**src/hw/rtl/dqs_pkg.sv**
```systemverilog
// Shared types, constants and index helpers for the bounded deque core.
// Used by dqs_acc and deque_with_search_and_sum_core. No dependencies.
package dqs_pkg;

    localparam int DEPTH   = 16;
    localparam int IDX_W   = (DEPTH > 1) ? $clog2(DEPTH) : 1;
    localparam int CNT_W   = $clog2(DEPTH + 1);
    localparam int DATA_W  = 32;
    localparam int FUNC_W  = 3;
    localparam int POS_W   = 5;
    localparam int ENT_W   = 5;
    localparam int STAT_W  = 2;
    localparam int OUT_RAW = STAT_W + 1 + POS_W + DATA_W + ENT_W;
    localparam int OUT_W   = ((OUT_RAW + 7) / 8) * 8;

    typedef enum logic [FUNC_W-1:0] {
        F_PUSH_FRONT = 3'd0,
        F_PUSH_BACK  = 3'd1,
        F_POP_FRONT  = 3'd2,
        F_POP_BACK   = 3'd3,
        F_SEARCH     = 3'd4,
        F_SUM        = 3'd5
    } t_func;

    typedef enum logic [STAT_W-1:0] {
        ST_OK    = 2'd0,
        ST_EMPTY = 2'd1,
        ST_FULL  = 2'd2
    } t_status;

    typedef enum logic [1:0] {
        S_IDLE,
        S_EXEC,
        S_SCAN,
        S_FIN
    } t_state;

    typedef struct packed {
        logic clear;
        logic valid;
    } t_acc_ctl;

    function automatic logic [IDX_W-1:0] idx_inc(input logic [IDX_W-1:0] idx);
        logic [IDX_W-1:0] res;
        if (idx == IDX_W'(DEPTH - 1)) begin
            res = '0;
        end else begin
            res = idx + IDX_W'(1);
        end
        return res;
    endfunction

    function automatic logic [IDX_W-1:0] idx_dec(input logic [IDX_W-1:0] idx);
        logic [IDX_W-1:0] res;
        if (idx == '0) begin
            res = IDX_W'(DEPTH - 1);
        end else begin
            res = idx - IDX_W'(1);
        end
        return res;
    endfunction

    function automatic logic [IDX_W-1:0] idx_add(input logic [IDX_W-1:0] idx,
                                                 input logic [CNT_W-1:0] cnt);
        logic [CNT_W:0] tmp;
        tmp = (CNT_W+1)'(idx) + (CNT_W+1)'(cnt);
        if (tmp >= (CNT_W+1)'(DEPTH)) begin
            tmp = tmp - (CNT_W+1)'(DEPTH);
        end
        return IDX_W'(tmp);
    endfunction

endpackage

```
**src/hw/rtl/deque_with_search_and_sum_core.sv**
```systemverilog
// Bounded deque of signed 32-bit values with search and sum over a circular buffer.
// Push/pop/unused codes pass through the execute and finish states to o_m_tvalid; search
// and sum also scan the entries (one buffer read per cycle through the scan unit).
// One command is handled at a time and an output stall holds the next; tready is high
// only while idle, and a result waits in the output register while the next is taken.
// Reset (i_rst_n low, synchronous) empties the deque; buffer contents stay unset.
module deque_with_search_and_sum_core (
    input  logic                        i_clk,
    input  logic                        i_rst_n,
    input  logic                        i_s_tvalid,
    output logic                        o_s_tready,
    input  logic [31:0]                 i_s_tdata,  // [31:0] operand_value
    input  logic [2:0]                  i_s_tuser,  // [2:0] func
    output logic                        o_m_tvalid,
    input  logic                        i_m_tready,
    // [1:0] status, [2] found, [7:3] position, [39:8] total, [44:40] entries, pad
    output logic [dqs_pkg::OUT_W-1:0]   o_m_tdata
);

    logic [dqs_pkg::DATA_W-1:0] r_mem [dqs_pkg::DEPTH];

    dqs_pkg::t_state             r_state, n_state;
    logic [dqs_pkg::FUNC_W-1:0]  r_cmd, n_cmd;
    logic [dqs_pkg::DATA_W-1:0]  r_val, n_val;
    logic [dqs_pkg::IDX_W-1:0]   r_front, n_front;
    logic [dqs_pkg::CNT_W-1:0]   r_fill, n_fill;
    dqs_pkg::t_status            r_status, n_status;
    logic [dqs_pkg::IDX_W-1:0]   r_rd_ptr, n_rd_ptr;
    logic [dqs_pkg::CNT_W-1:0]   r_rd_cnt, n_rd_cnt;
    logic                        r_dv, n_dv;
    logic [dqs_pkg::CNT_W-1:0]   r_dpos, n_dpos;
    logic [dqs_pkg::DATA_W-1:0]  r_rdata;
    logic                        r_ovalid, n_ovalid;
    logic [dqs_pkg::OUT_W-1:0]   r_odata, n_odata;

    logic                        w_we;
    logic [dqs_pkg::IDX_W-1:0]   w_waddr;
    dqs_pkg::t_acc_ctl           w_acc_ctl;
    logic [dqs_pkg::DATA_W-1:0]  w_sum;
    logic                        w_found;
    logic [dqs_pkg::CNT_W-1:0]   w_pos;
    logic                        w_out_free;

    assign w_out_free = !r_ovalid || i_m_tready;

    always_ff @(posedge i_clk) begin
        if (w_we) begin
            r_mem[w_waddr] <= r_val;
        end
        r_rdata <= r_mem[r_rd_ptr];
    end

    always_ff @(posedge i_clk) begin
        if (!i_rst_n) begin
            r_state  <= dqs_pkg::S_IDLE;
            r_front  <= '0;
            r_fill   <= '0;
            r_dv     <= 1'b0;
            r_ovalid <= 1'b0;
        end else begin
            r_state  <= n_state;
            r_front  <= n_front;
            r_fill   <= n_fill;
            r_dv     <= n_dv;
            r_ovalid <= n_ovalid;
        end
        r_cmd    <= n_cmd;
        r_val    <= n_val;
        r_status <= n_status;
        r_rd_ptr <= n_rd_ptr;
        r_rd_cnt <= n_rd_cnt;
        r_dpos   <= n_dpos;
        r_odata  <= n_odata;
    end

    always_comb begin
        logic [dqs_pkg::DATA_W-1:0] v_total;
        logic                       v_found;
        logic [dqs_pkg::CNT_W-1:0]  v_pos;

        n_state   = r_state;
        n_cmd     = r_cmd;
        n_val     = r_val;
        n_front   = r_front;
        n_fill    = r_fill;
        n_status  = r_status;
        n_rd_ptr  = r_rd_ptr;
        n_rd_cnt  = r_rd_cnt;
        n_dv      = 1'b0;
        n_dpos    = r_dpos;
        n_ovalid  = r_ovalid && !i_m_tready;
        n_odata   = r_odata;
        w_we      = 1'b0;
        w_waddr   = r_front;
        w_acc_ctl = '{clear: 1'b0, valid: r_dv};
        v_total   = '0;
        v_found   = 1'b0;
        v_pos     = '0;

        case (r_state)
            dqs_pkg::S_IDLE: begin
                if (i_s_tvalid) begin
                    n_cmd   = i_s_tuser;
                    n_val   = i_s_tdata;
                    n_state = dqs_pkg::S_EXEC;
                end
            end
            dqs_pkg::S_EXEC: begin
                w_acc_ctl.clear = 1'b1;
                n_status = dqs_pkg::ST_OK;
                n_rd_ptr = r_front;
                n_rd_cnt = '0;
                n_state  = dqs_pkg::S_FIN;
                case (r_cmd)
                    dqs_pkg::F_PUSH_FRONT: begin
                        if (r_fill == dqs_pkg::CNT_W'(dqs_pkg::DEPTH)) begin
                            n_status = dqs_pkg::ST_FULL;
                        end else begin
                            w_we    = 1'b1;
                            w_waddr = dqs_pkg::idx_dec(r_front);
                            n_front = dqs_pkg::idx_dec(r_front);
                            n_fill  = r_fill + dqs_pkg::CNT_W'(1);
                        end
                    end
                    dqs_pkg::F_PUSH_BACK: begin
                        if (r_fill == dqs_pkg::CNT_W'(dqs_pkg::DEPTH)) begin
                            n_status = dqs_pkg::ST_FULL;
                        end else begin
                            w_we    = 1'b1;
                            w_waddr = dqs_pkg::idx_add(r_front, r_fill);
                            n_fill  = r_fill + dqs_pkg::CNT_W'(1);
                        end
                    end
                    dqs_pkg::F_POP_FRONT: begin
                        if (r_fill == '0) begin
                            n_status = dqs_pkg::ST_EMPTY;
                        end else begin
                            n_front = dqs_pkg::idx_inc(r_front);
                            n_fill  = r_fill - dqs_pkg::CNT_W'(1);
                        end
                    end
                    dqs_pkg::F_POP_BACK: begin
                        if (r_fill == '0) begin
                            n_status = dqs_pkg::ST_EMPTY;
                        end else begin
                            n_fill = r_fill - dqs_pkg::CNT_W'(1);
                        end
                    end
                    dqs_pkg::F_SEARCH, dqs_pkg::F_SUM: begin
                        n_state = dqs_pkg::S_SCAN;
                    end
                    default: begin
                    end
                endcase
            end
            dqs_pkg::S_SCAN: begin
                if (r_rd_cnt != r_fill) begin
                    n_dv     = 1'b1;
                    n_dpos   = r_rd_cnt + dqs_pkg::CNT_W'(1);
                    n_rd_cnt = r_rd_cnt + dqs_pkg::CNT_W'(1);
                    n_rd_ptr = dqs_pkg::idx_inc(r_rd_ptr);
                end else if (!r_dv) begin
                    n_state = dqs_pkg::S_FIN;
                end
            end
            dqs_pkg::S_FIN: begin
                if (r_cmd == dqs_pkg::F_SEARCH) begin
                    v_found = w_found;
                    v_pos   = w_pos;
                end
                if (r_cmd == dqs_pkg::F_SUM) begin
                    v_total = w_sum;
                end
                if (w_out_free) begin
                    n_ovalid = 1'b1;
                    n_odata  = dqs_pkg::OUT_W'({dqs_pkg::ENT_W'(r_fill), v_total,
                                                dqs_pkg::POS_W'(v_pos), v_found,
                                                r_status});
                    n_state  = dqs_pkg::S_IDLE;
                end
            end
            default: begin
                n_state = dqs_pkg::S_IDLE;
            end
        endcase
    end

    dqs_acc u_acc (
        .i_clk   (i_clk),
        .i_rst_n (i_rst_n),
        .i_ctl   (w_acc_ctl),
        .i_data  (r_rdata),
        .i_key   (r_val),
        .i_pos   (r_dpos),
        .o_sum   (w_sum),
        .o_found (w_found),
        .o_pos   (w_pos)
    );

    assign o_s_tready = (r_state == dqs_pkg::S_IDLE);
    assign o_m_tvalid = r_ovalid;
    assign o_m_tdata  = r_odata;

    a_fill_bound: assert property (@(posedge i_clk) disable iff (!i_rst_n)
        r_fill <= dqs_pkg::CNT_W'(dqs_pkg::DEPTH))
        else $error("fill count beyond depth");

    a_dv_in_scan: assert property (@(posedge i_clk) disable iff (!i_rst_n)
        r_dv |-> (r_state == dqs_pkg::S_SCAN))
        else $error("read data pending outside scan");

    a_scan_bound: assert property (@(posedge i_clk) disable iff (!i_rst_n)
        (r_state == dqs_pkg::S_SCAN) |-> (r_rd_cnt <= r_fill))
        else $error("scan ran past held entries");

    a_entries_match: assert property (@(posedge i_clk) disable iff (!i_rst_n)
        (r_ovalid && (r_state == dqs_pkg::S_IDLE || r_state == dqs_pkg::S_EXEC))
        |-> (r_odata[44:40] == dqs_pkg::ENT_W'(r_fill)))
        else $error("reported entries differ from fill count");

endmodule

```
**src/hw/rtl/dqs_acc.sv**
```systemverilog
// Shared scan unit: running wrap-around sum and first-match compare.
// Depends on dqs_pkg.
module dqs_acc (
    input  logic                         i_clk,
    input  logic                         i_rst_n,
    input  dqs_pkg::t_acc_ctl            i_ctl,
    input  logic [dqs_pkg::DATA_W-1:0]   i_data,
    input  logic [dqs_pkg::DATA_W-1:0]   i_key,
    input  logic [dqs_pkg::CNT_W-1:0]    i_pos,
    output logic [dqs_pkg::DATA_W-1:0]   o_sum,
    output logic                         o_found,
    output logic [dqs_pkg::CNT_W-1:0]    o_pos
);

    logic [dqs_pkg::DATA_W-1:0] r_sum;
    logic                       r_found;
    logic [dqs_pkg::CNT_W-1:0]  r_pos;

    always_ff @(posedge i_clk) begin
        if (!i_rst_n) begin
            r_sum   <= '0;
            r_found <= 1'b0;
            r_pos   <= '0;
        end else if (i_ctl.clear) begin
            r_sum   <= '0;
            r_found <= 1'b0;
            r_pos   <= '0;
        end else if (i_ctl.valid) begin
            r_sum <= r_sum + i_data;
            if (!r_found && (i_data == i_key)) begin
                r_found <= 1'b1;
                r_pos   <= i_pos;
            end
        end
    end

    assign o_sum   = r_sum;
    assign o_found = r_found;
    assign o_pos   = r_pos;

    a_pos_with_found: assert property (@(posedge i_clk) disable iff (!i_rst_n)
        r_found |-> (r_pos != '0))
        else $error("match recorded without a position");

    a_found_sticky: assert property (@(posedge i_clk) disable iff (!i_rst_n)
        (r_found && !i_ctl.clear) |=> (r_found && $stable(r_pos)))
        else $error("first match overwritten during scan");

    a_clear_zeroes: assert property (@(posedge i_clk) disable iff (!i_rst_n)
        i_ctl.clear |=> (r_sum == '0 && !r_found && r_pos == '0))
        else $error("scan unit not cleared");

endmodule
```
**config.mk**
```make
export PLATFORM = sky130hd
export DESIGN_NAME = deque_with_search_and_sum_core
export DESIGN_NICKNAME = d
export VERILOG_FILES = /design/src/hw/rtl/dqs_pkg.sv /design/src/hw/rtl/deque_with_search_and_sum_core.sv /design/src/hw/rtl/dqs_acc.sv
export SDC_FILE = /design/constraint.sdc
export NUM_CORES = 1
export LEC_CHECK = 0
export BUFFER_PORTS_ARGS = -buffer_cell sky130_fd_sc_hd__buf_2
export CAP_MARGIN = 30
export CELL_PAD_IN_SITES_DETAIL_PLACEMENT = 0
export CELL_PAD_IN_SITES_GLOBAL_PLACEMENT = 2
export CORE_MARGIN = 2
export CORE_UTILIZATION = 43
export DETAILED_ROUTE_END_ITERATION = 7
export GPL_TIMING_DRIVEN = 0
export PLACE_DENSITY_LB_ADDON = 0.1
export SYNTH_ARGS = -nofsm -noshare
export SYNTH_HDL_FRONTEND = slang
export SYNTH_SLANG_ARGS = --single-unit
```
**constraint.sdc**
```tcl
create_clock -name i_clk -period 11.4 [get_ports i_clk]
set_input_delay 2.28 -clock i_clk [delete_from_list [all_inputs] [get_ports i_clk]]
set_output_delay 2.28 -clock i_clk [all_outputs]
set_load 0.03 [all_outputs]
```
* Word-level counts from Yosys, hierarchy flattened
Memory sizes are Yosys's and may differ from the RTL's. A register that Yosys moved wholly into a read port is not among the register bits.
Index checks and enable logic that the tools add are counted.
** Operators by class
- Reduce and logical (&&, ||, !) cells :: 26
- Equality and inequality tests :: 21
- Multiplexer cells :: 35
- Magnitude comparators :: 1
- Add/subtract/negate cells :: 9
- Bitwise logic cells :: 1
** Operators with widths (count)
- $mux 4 :: 9
- $add 32x32->32 :: 1
- $eq 32x32->1 :: 1
- $pmux 4 s2 :: 3
- $pmux 5 s2 :: 2
- $ne 2x2->1 const B :: 8
- $mux 5 :: 3
- $reduce_and 2->1 :: 6
- $mux 1 :: 11
- $add 5x1->5 const B :: 2
- $mux 2 :: 5
- $add 4x1->4 const B :: 2
- $eq 4x4->1 const B :: 2
- $pmux 2 s4 :: 1
- $reduce_and 4->1 :: 2
- $reduce_or 2->1 :: 4
- $sub 4x1->4 const B :: 2
- $add 4x5->6 :: 1
- $eq 3x2->1 const B :: 2
- $eq 3x3->1 const B :: 2
- $ge 6x5->1 const B :: 1
- $reduce_bool 2->1 :: 3
- $eq 5x5->1 const B :: 1
- $logic_not 5->1 :: 1
- other kinds (14) :: 18
** Storage, ports and cells
- Memories :: 1
- RAM bits :: 512
- Bits in registers :: 147
- Output and inout bits :: 50
- Bits of input ports :: 39
- Logic and storage cells :: 111
** Memory list
- r_mem :: words 16, width 32, rd ports 1, clocked after Yosys merged registers in 1, wr ports 1, line deque_with_search_and_sum_core.sv:20 : logic [dqs_pkg::DATA_W-1:0] r_mem [dqs_pkg::DEPTH];

* Longest topological paths before layout
- Depth after elaboration :: 6
- Mapped depth :: 10
- Mapped depth without buffers :: 10

* Hierarchy
A second synthesis with hierarchy kept.
** Unflattened totals
- Cell total of the unflattened synthesis :: 1483
- Area total of the unflattened synthesis :: 27898.0 um^2
** Modules (own cells, without submodules)
- deque_with_search_and_sum_core :: cells each 1106, times used 1, area an instance 24642.4 um^2, sequential area each 19158.4 um^2
- dqs_acc :: cells each 377, times used 1, area an instance 3255.6 um^2, sequential area each 760.7 um^2

* Worst setup path after synthesis
OpenSTA, ideal clock, no wires.
- Kind :: input port to flip-flop
- Start point :: input i_m_tready
- End point :: register r_odata, in the netlist o_m_tdata[0] (enable)
- Cell stages on the path :: 2
- Buffers on the path :: 0
- Data arrival time :: 4.360 ns
- Required time :: 10.947 ns
- Slack :: 6.587 ns
- Library setup time :: 0.453 ns
- Cells stage by stage :: nor2b_1 -> nor2b_1
** On the way
- Longest elaborated chain between the ends :: 2
** RTL lines
- start, declared :: line deque_with_search_and_sum_core.sv:15 : input logic i_m_tready,
- $logic_or 1x1->1 :: line deque_with_search_and_sum_core.sv:44 : assign w_out_free = !r_ovalid || i_m_tready;
- $reduce_and 2->1 (no line)
- end signal, assigned :: line deque_with_search_and_sum_core.sv:73 : r_odata <= n_odata;
- end, declared :: line deque_with_search_and_sum_core.sv:34 : logic [dqs_pkg::OUT_W-1:0] r_odata, n_odata;
Every way passes these cells.
A chain may end at the register's enable or synchronous reset.

* Final worst setup path
- Start point :: register r_state[0]
- End point :: output o_s_tready
** On the way
- Longest elaborated chain between the ends :: 1
** RTL lines
- start, declared :: line deque_with_search_and_sum_core.sv:22 : dqs_pkg::t_state r_state, n_state;
- start signal, assigned :: line deque_with_search_and_sum_core.sv:55 : r_state <= dqs_pkg::S_IDLE;
- start signal, assigned :: line deque_with_search_and_sum_core.sv:61 : r_state <= n_state;
- $logic_not 2->1 :: line deque_with_search_and_sum_core.sv:200 : assign o_s_tready = (r_state == dqs_pkg::S_IDLE);
- end, declared :: line deque_with_search_and_sum_core.sv:11 : output logic o_s_tready,
Every way passes these cells.

==> out/metrics.cfg <==
[cts]
cts_resized=0
cts-root-buf=clkbuf_16
ctsHoldBuffers=0
cts.clk_slew.worst_paths_ps=60
clock_sinks=691
clockBufferDepth=3
htreeDepth=3
insertion_delay_ps=620
cts_tree=built
post_cts_buffers=0
cts_made_buffers=75

[floorplan]
die_w_um=260
rows=93
core-area_um2=64600
die_area_um2=67500
die_y_um=260
initial_core_util=0.436
ios=89

[cells_and_area]
mostFrequentLayoutCells=edfxtp_1, mux2i_1, nand2_1, buf_2, o21ai_0
syn_to_final_growth_pct=16.2
multiInputGateArea_um2=7950
fin_cells=2862
antenna_cells=0
final_common_cell=edfxtp_1
regArea_um2=19900
drive_above_1_share=0.176
nFillCells=5394
final_nets=2032
utilization=0.506

[sta]
period_share=0.331
setup_viol=0
tns_ps=0
worst_slew_pin_slew_ps=1000
drv_slew=0
post-route-min-period_ps=3780
slew_headroom=0.333
fin_skew_ps=25.7
hold_viol_final=0
rsz0062_at_grt=no
fmax_ghz=0.265

[synthesis]
synth_edf_count=608
avgSynthCellArea_um2=16.0
synth_top_cell_area_share=0.649
synth_area_um2=28100
yosys_warnings=0
synth_area_leaders=edfxtp_1, dfxtp_1, mux4_2
ys_types=70
synth_ff_type=edfxtp_1
yosysTopAreaCell=edfxtp_1
async_flop_share=0
synthCells=1759
ys_ff_latch=691
seq_area_frac_synth=0.708

[worst_setup_path]
crit_path_end_kind=primary output
worstPathArrival_ps=1500
slowest_stage=dfxtp_1
worstPathCellList=inv_1 > ha_1 > buf_2
cp_max_fo=4
slowest_delay_ps=370
startpoint_type=flip-flop
crit_type=flip-flop to primary output
critPathRequiredTime_ps=9120

[grt]
grt_pass1_vias=15800
grt_usage=0.217
grt_first_pass_wirelength_mm=105
top_usage_layer=met2
grt_max_degree=36
grt_overflow=0
grt_util_met2=0.357
antenna_found_initial=0
use_met1=0.304
use_met3=0.0297

[placement]
io_buffers=85
dp_cells=2722
dp_hpwl_mm=50.5
place.gp.congestion=0.844

[flow_run]
drv_cap=0

[routing]
drt-wirelength-per-cell_um=25.1
num_vias=15600
viasPerCell=5.45
drc=0
drtPass1Iterations=5
ant_nets=0
wl_mm=71.9
drt_iter0_markers=1260

[pwr]
ir_drop_uv=135
cellLeakagePower_uw=0.0114
powerDensity_nw_per_um2=243

[run_status]
status=finished clean

[min_path]
min_path_type=flip-flop to flip-flop

cell families after synthesis:
family	Yosys count	synth area share
adders and majority gates	48	0.0221
other	1	0.000133
AOI/OAI and AO/OA	324	0.0747
and+or+nand+nor	308	0.0524
buffers and inverters	101	0.0148
xor gates and xnor gates	69	0.0215
muxes	217	0.107
DFF	691	0.708
routing by layer:
layer | share of wire | routed length, µm | vias up
li1 | - | - | 7251
met1 | 0.45 | 32500 | 7891
met2 | 0.48 | 34600 | 386
met3 | 0.047 | 3380 | 80
met4 | 0.019 | 1360 | 0
met5 | 0 | 0 | -
synth_stat cells, types with 3 or more instances:
cell,count
nand4_1,8
nor2_1,71
and2_1,50
a21oi_1,78
o21a_1,5
and3_1,7
o21bai_1,5
a221oi_1,32
a32o_1,3
fa_1,3
buf_1,6
nand2_1,107
nand3_1,14
nor2b_1,8
o211ai_1,5
o21ai_1,4
o21ai_0,88
a22oi_1,33
a31oi_1,8
nor4_1,8
mux2_2,23
dfxtp_1,83
mux4_2,64
o31a_1,3
clkbuf_1,55
a21o_1,23
nand2b_1,11
o31ai_1,4
inv_1,21
xnor2_1,28
buf_4,3
a211oi_1,6
o211a_1,4
edfxtp_1,608
mux2i_1,129
nor3_1,7
buf_2,15
xor2_1,41
or3_1,5
ha_1,45
worst max-delay path: cells and delay by family (launching register included):
kind / cells / cell delay [ps]
buffers and inverters: 2 / 280
adder cells (fa/ha/maj): 1 / 240
flip-flops: 1 / 370
power breakdown:
| group | internal, µW | total (µW) | leakage (µW) | switching [µW] |
|---|---|---|---|---|
| combinational | 817 | 2200 | 0.00397 | 1380 |
| sequential | 3050 | 3340 | 0.00620 | 287 |
| clock | 1410 | 2400 | 0.00120 | 986 |
| total | 5280 | 7940 | 0.0114 | 2660 |
worst paths after layout:
path / start / endpoint / slack [ps] / cells past startpoint
worst max-delay path: r_state[0] / o_s_tready / 7620 / 3
worst min-delay path: r_status[0] / o_m_tdata[0] / 430 / 0
worst max register to register: r_fill[0] / r_mem[3][15] / 7710 / 8
worst min register to register: r_status[0] / o_m_tdata[0] / 430 / 0
per-stage QoR:
| stage | setup WS, ps | hold WS, ps | total power, µW | area (µm²) |
|---|---|---|---|---|
| floorplan | 6590 | 400 | 4700 | 28200 |
| finish | 7620 | 429 | 7940 | 32700 |
| detailed placement | 7490 | 417 | 5600 | 30200 |
| CTS | 7580 | 432 | 8010 | 32700 |
| global route | 7360 | 437 | 8310 | 32700 |
| global placement | 5360 | 419 | 5540 | 29600 |
state kept, by name (all words and copies together), names as in the netlist:
signal and cells:
r_val 32, r_cmd 3, r_status 2, o_m_tdata 45
r_state 2, r_fill 5, o_m_tvalid 1, r_dpos 5
r_rd_ptr 4, u_acc.o_pos 5, r_front 4, u_acc.o_found 1
r_rdata 32, r_mem 512, u_acc.o_sum 32, r_rd_cnt 5
r_dv 1
cell type report:
type                    instances  share of cell area
plain buffers                  80              0.0103
inverters                      21             0.00241
clock buffers                 105              0.0646
repair buffers                107              0.0272
multi-input cells             969               0.243
flip-flops and latches        691               0.609
well taps                     855              0.0327
clock inverters                34              0.0105
Power figures use the tool's default switching activity.
